$ cat config.mk
export PLATFORM = sky130hd
export DESIGN_NAME = pdm_cfg_regs
export DESIGN_NICKNAME = d
export VERILOG_FILES = /design/src/hdl/pdm_pkg.sv /design/src/hdl/pdm_cfg_regs.sv
export SDC_FILE = /design/constraint.sdc
export NUM_CORES = 1
export LEC_CHECK = 0
export ABC_CLOCK_PERIOD_IN_PS = 1000
export BUFFER_PORTS_ARGS = -buffer_cell sky130_fd_sc_hd__buf_2
export CAP_MARGIN = 10
export CORE_MARGIN = 1
export CORE_UTILIZATION = 45
export CTS_CLUSTER_DIAMETER = 30
export DETAILED_ROUTE_END_ITERATION = 8
export PLACE_DENSITY = 0.76
export SLEW_MARGIN = 20
export SYNTH_ARGS = -nofsm -noshare
export SYNTH_HDL_FRONTEND = slang
export SYNTH_SLANG_ARGS = --single-unit
$ cat constraint.sdc
create_clock -name clk -period 1 [get_ports clk]
set_input_delay 0.1 -clock clk [delete_from_list [all_inputs] [get_ports clk]]
set_output_delay 0.1 -clock clk [all_outputs]
set_load 0.02 [all_outputs]
$ cat src/hdl/pdm_pkg.sv
// ---------------------------------------------------------------------------
// pdm_pkg: shared types and constants
// Register map, field widths and the gain/speed register bundle.
// ---------------------------------------------------------------------------
`default_nettype none

package pdm_pkg;

  localparam int GAIN_W  = 24;
  localparam int SPEED_W = 7;
  localparam int SUM_W   = 40;
  localparam int RAW_W   = 32;
  localparam int CFG_AW  = 3;

  // Register indexes on the configuration channel
  typedef enum logic [CFG_AW-1:0] {
    REG_GAIN_PROP     = 3'd0,
    REG_GAIN_INTEGRAL = 3'd1,
    REG_GAIN_DERIV    = 3'd2,
    REG_SPEED_CEILING = 3'd3,
    REG_SPEED_FLOOR   = 3'd4
  } reg_idx_t;

  // Reset values: about 1.01, 0.18 * 0.01 and 0.09 / 0.01 in Q8.16
  localparam logic [GAIN_W-1:0]  GAIN_PROP_RST     = 24'd66191;
  localparam logic [GAIN_W-1:0]  GAIN_INTEGRAL_RST = 24'd118;
  localparam logic [GAIN_W-1:0]  GAIN_DERIV_RST    = 24'd589824;
  localparam logic [SPEED_W-1:0] SPEED_CEILING_RST = 7'd90;
  localparam logic [SPEED_W-1:0] SPEED_FLOOR_RST   = 7'd10;

  // Saturation bounds
  localparam logic signed [SUM_W-1:0] SUM_MAX = {1'b0, {(SUM_W-1){1'b1}}};
  localparam logic signed [SUM_W-1:0] SUM_MIN = {1'b1, {(SUM_W-1){1'b0}}};
  localparam logic signed [63:0]      U_MAX   = {1'b0, {63{1'b1}}};
  localparam logic signed [63:0]      U_MIN   = {1'b1, {63{1'b0}}};
  localparam logic [RAW_W-1:0]        RAW_MAX = {1'b0, {(RAW_W-1){1'b1}}};
  localparam logic [RAW_W-1:0]        RAW_MIN = {1'b1, {(RAW_W-1){1'b0}}};

  // Gain and speed limit registers as seen by the datapath
  typedef struct packed {
    logic [GAIN_W-1:0]  gain_prop;
    logic [GAIN_W-1:0]  gain_integral_step;
    logic [GAIN_W-1:0]  gain_deriv_step;
    logic [SPEED_W-1:0] speed_ceiling;
    logic [SPEED_W-1:0] speed_floor;
  } cfg_t;

endpackage

`default_nettype wire

$ cat src/hdl/pdm_cfg_regs.sv
// ---------------------------------------------------------------------------
// pdm_cfg_regs: controller configuration registers
// Holds the three Q8.16 gains and the speed limits; always ready.
// ---------------------------------------------------------------------------
`default_nettype none

module pdm_cfg_regs (
  input  wire logic                      clk,
  input  wire logic                      rst_n,
  input  wire logic                      cfg_valid,
  output logic                           cfg_ready,
  input  wire logic [pdm_pkg::CFG_AW-1:0] cfg_addr,
  input  wire logic [pdm_pkg::GAIN_W-1:0] cfg_data,
  output pdm_pkg::cfg_t                  cfg
);
  import pdm_pkg::*;

  cfg_t cfg_r;
  cfg_t cfg_nxt;

  assign cfg_ready = 1'b1;
  assign cfg       = cfg_r;

  // Decode one write request; unknown indexes are dropped
  always_comb begin
    cfg_nxt = cfg_r;
    if (cfg_valid) begin
      unique case (cfg_addr)
        REG_GAIN_PROP:     cfg_nxt.gain_prop          = cfg_data;
        REG_GAIN_INTEGRAL: cfg_nxt.gain_integral_step = cfg_data;
        REG_GAIN_DERIV:    cfg_nxt.gain_deriv_step    = cfg_data;
        REG_SPEED_CEILING: cfg_nxt.speed_ceiling      = cfg_data[SPEED_W-1:0];
        REG_SPEED_FLOOR:   cfg_nxt.speed_floor        = cfg_data[SPEED_W-1:0];
        default:           cfg_nxt = cfg_r;
      endcase
    end
  end

  always_ff @(posedge clk) begin
    if (!rst_n) begin
      cfg_r.gain_prop          <= GAIN_PROP_RST;
      cfg_r.gain_integral_step <= GAIN_INTEGRAL_RST;
      cfg_r.gain_deriv_step    <= GAIN_DERIV_RST;
      cfg_r.speed_ceiling      <= SPEED_CEILING_RST;
      cfg_r.speed_floor        <= SPEED_FLOOR_RST;
    end else begin
      cfg_r <= cfg_nxt;
    end
  end

endmodule

`default_nettype wire

==> summary by stage <==
Min path
The worst hold path begins at cfg_data[16]. The cell count of the worst hold path is 3. In this run the worst hold path is classified as in -> reg. The worst hold path terminates at cfg[54]$_SDFFE_PN0P_.

Floorplan
Once the floorplan was initialized, standard cells occupied between 40 and 50% of the core. The die covers 7775 um^2. The core outline area is 7214 um^2. The row count is 31.

In this run the horizontal extent of the chip is 88.18 um. Pin placement for this block handled 117 I/O pins. From bottom edge to top edge, the die measures 88.18 um.

Clock tree
The worst-skew pair later-pin latency is 0.34 ns. In this run the number of H-tree levels came out at 3. The maximum buffer depth of the clock tree is 2.

The clock edge transition at the registers on the reported setup and hold paths is ~0.08 ns. TritonCTS built the clock tree. Clock tree synthesis inserted a total of 9 buffers.

For this design, the sink count on the clock tree is 86. The cell at the root of the clock tree is sky130_fd_sc_hd__clkbuf_8. The post-CTS setup-driven buffer insertion count is 0.

Place
The post-detailed-placement half-perimeter wirelength is 5324 um. The count of buffers added on input and output ports is between 100 and 150. The congestion estimate from routability-driven global placement came to roughly 0.75. The cell total after placement is 533.

Synth
The post-synthesis cell type with the largest combined area is sky130_fd_sc_hd__dfxtp_1. The total number of yosys warnings is 0. The synthesized design contains 86 register bits. The gate count of the mapped netlist is ~330.

The sequential share of the synthesized area is about half. The cell area after synthesis is 3342 um^2. The flip-flop cell with the highest count after synthesis is sky130_fd_sc_hd__dfxtp_1. The share of async-settable or async-resettable flops after synthesis is 0%. After synthesis, the cell types taking the most area are sky130_fd_sc_hd__dfxtp_1 52%, sky130_fd_sc_hd__mux2i_1 26%, sky130_fd_sc_hd__nand2_1 10%, sky130_fd_sc_hd__nor2b_1 5.8%, sky130_fd_sc_hd__clkbuf_1 1.5%. The number of enable flip-flop cells after synthesis is 0. In this run the mean area of a mapped cell was 10.25 um^2. By count the netlist is led by 90 x sky130_fd_sc_hd__nand2_1, 86 x sky130_fd_sc_hd__dfxtp_1, 86 x sky130_fd_sc_hd__mux2i_1, 31 x sky130_fd_sc_hd__nor2b_1, 13 x sky130_fd_sc_hd__clkbuf_1. The most common cell in the synthesized netlist is sky130_fd_sc_hd__nand2_1. The number of nets in the synthesized netlist is 356. Yosys mapped the design onto 14 distinct sky130hd cell types. The top cell type's share of synthesized area is 51.52%.

Power
Power comes to 0.006530 W. The portion of total power attributed to combinational logic is 9.9%. The internal portion of the total power is 0.004972 W. The clock network power share is between 30% and 40%.

The maximum vdd ir drop is 0.0008013 V. For this design the total switching power over the nets is 0.001558 W. Power spread over the standard cell area amounts to around 1500 nW/um^2. In this run the static leakage power is 2.197 nW. The proportion of total power due to net switching is between 20% and 30%.

The sequential cell fraction of total power is 54.2%.

Global route
The number of antenna violations at the first check in global routing came to 0. The via count of the first global-routing pass is ~2500. The first-pass GRT wire length is 11500 um. The largest net degree at the start of global routing is 56. The global route total overflow is 0. Global routing used 19.39% of the available tracks.

Setup path
The worst setup path is launched from a flop. The category of the critical setup timing path is reg -> out. STA classifies the critical path endpoint as an output pin. The largest single stage delay on the critical path is 0.35 ns. The gate family responsible for the most delay along the worst path is flip-flops. For the worst setup path, the data arrival time is a little under 0.9 ns. The highest-delay cell along the critical path is sky130_fd_sc_hd__dfxtp_1.

Of all nets on the critical path, the largest fanout is 2. In this run the critical register-to-register path is captured at cfg[39]$_SDFFE_PN1P_. The required arrival time at the worst endpoint is 0.90 ns. The worst register-to-register path begins at cfg[39]$_SDFFE_PN1P_. The buffer and inverter count on the worst path is 1. Walking the worst path, the cells encountered are buf_2. The number of cell instances on the worst register-to-register path is 2. The setup check on the worst reg-to-reg path leaves a slack of 0.36 ns.

Timing
The final hold violation count came to 0. The maximum clock rate is 1.027 GHz. Subtracting the final worst setup slack from the clock period gives approximately 1 ns. The portion of the clock cycle consumed by the worst path in the final layout is 97.39%. The setup-violating endpoint count in the final report is 0. The worst clock skew is 0 ns. The tightest hold path in the finished design has a slack of 0.01843 ns. The final-report max-slew violation count is 0. Setup repair after global routing left no endpoint under its margin.

Layout
The filler cells instantiated in the layout total between 600 and 700. The ratio of cells with drive above 1 in the final layout is 33.78%. From synthesis to final layout, the design area changed by 31.71%. The number of antenna diodes in the final layout is 0. The number of nets in the finished design is approximately 480. After the flow finishes, the layout carries non-filler instances totaling 549. The number of flip-flops under the largest register name is 86.

Detailed routing
The number of vias in the routed layout is between 2000 and 3000. Dividing the detail-routed wire length by the instance count gives roughly 14 um. After detailed routing, the total wire length is 7431 um.

The remaining number of nets flagged by the antenna check after routing is 0. After detailed routing, the number of remaining DRC violations is 0. After detailed routing, the number of vias per cell comes to 4.756. The initial detailed-routing violation count is 68. The number of search-and-repair iterations in the first detailed-routing pass is 6.

Flow run
Across the run, the number of max-cap violations was 0.

Run status
The flow ran to the end, and the final reports show no timing, DRC or antenna violations.
==> layer usage <==
metal,track usage (%),vias up,routed length (um)
met3,4.901,10,448
li1,-,1309,-
met4,8.798,0,129
met5,0,-,0
met1,23.01,1211,3300
met2,32.94,81,3553
==> cell usage in the layout (no fill, tap or decap), types with 2 or more instances in the layout <==
| master | netlist | routed |
|---|---|---|
| sky130_fd_sc_hd__nand4bb_1 | 3 | 2 |
| sky130_fd_sc_hd__clkbuf_8 | 0 | 10 |
| sky130_fd_sc_hd__mux2i_1 | 86 | 86 |
| sky130_fd_sc_hd__buf_12 | 0 | 8 |
| sky130_fd_sc_hd__buf_2 | 6 | 100 |
| sky130_fd_sc_hd__nor2b_1 | 31 | 31 |
| sky130_fd_sc_hd__clkinv_2 | 0 | 4 |
| sky130_fd_sc_hd__nand2_1 | 90 | 90 |
| sky130_fd_sc_hd__buf_4 | 2 | 24 |
| sky130_fd_sc_hd__dfxtp_1 | 86 | 85 |
==> worst max path at each step <==
| stage | slack [ns] | depth (start not counted) | end | start |
|---|---|---|---|---|
| 2_1_floorplan | -0.004 | 3 | cfg[78]$_SDFFE_PN1P_ | cfg_addr[0] |
| 3_3_place_gp | -0.19 | 3 | cfg[84]$_SDFFE_PN0P_ | cfg_addr[1] |
| 3_5_place_dp | -0.23 | 3 | cfg[81]$_SDFFE_PN0P_ | cfg_addr[1] |
| 4_1_cts | 0.0002 | 1 | cfg[68] | cfg[68]$_SDFFE_PN0P_ |
| 5_1_grt | 0.0008 | 1 | cfg[62] | cfg[62]$_SDFFE_PN1P_ |
| 6_report | 0.03 | 1 | cfg[48] | cfg[48]$_SDFFE_PN0P_ |
==> cell type report <==
| class | count | area, um^2 | area share, % |
|---|---|---|---|
| flip-flops and latches | 86 | 1723 | 39.14 |
| multi-input cells | 216 | 1516 | 34.45 |
| repair buffers | 133 | 850.8 | 19.33 |
| clock buffers | 10 | 137.6 | 3.127 |
| well taps | 99 | 123.9 | 2.814 |
| clock inverters | 5 | 50.05 | 1.137 |
==> repair_timing <==
item                                   in CTS  in global routing
hold buffers                                1                  0
setup endpoints to repair                   0                 14
gates resized for setup                     0                 15
endpoints found under the hold margin       1                  0
==> power by group through the flow <==
stage | Combinational (W) | Sequential (W) | Clock, W
after floorplan | 0.000277 | 0.00371 | 0
after global placement | 0.000632 | 0.00361 | 0
after detailed placement | 0.000644 | 0.00362 | 0
after CTS | 0.000649 | 0.00354 | 0.00243
after global routing | 0.000700 | 0.00355 | 0.00255
final | 0.000649 | 0.00354 | 0.00234
==> cell families (layout without fill, tap and decap cells) <==
kind of cell	count (synthesis)	after routing	share of synthesized area (%)
and+or+nand+nor	129	129	18.79
muxes	86	86	25.76
buffers and inverters	24	148	3.819
other	1	1	0.1122
DFF	86	86	51.52
==> stage by stage <==
stage	setup TNS [ns]	cell area, um^2	util (%)	setup slack [ns]
2_1_floorplan	-0.02562	3346	-	-0.004113
4_1_cts	0	4365	60.51	0.0001768
3_3_place_gp	-6.989	4168	57.77	-0.1924
5_1_grt	0	4402	61.01	0.0008000
3_5_place_dp	-8.390	4168	57.77	-0.2291
6_report	0	4402	61.01	0.02610
(Power assumes the default switching activity.)
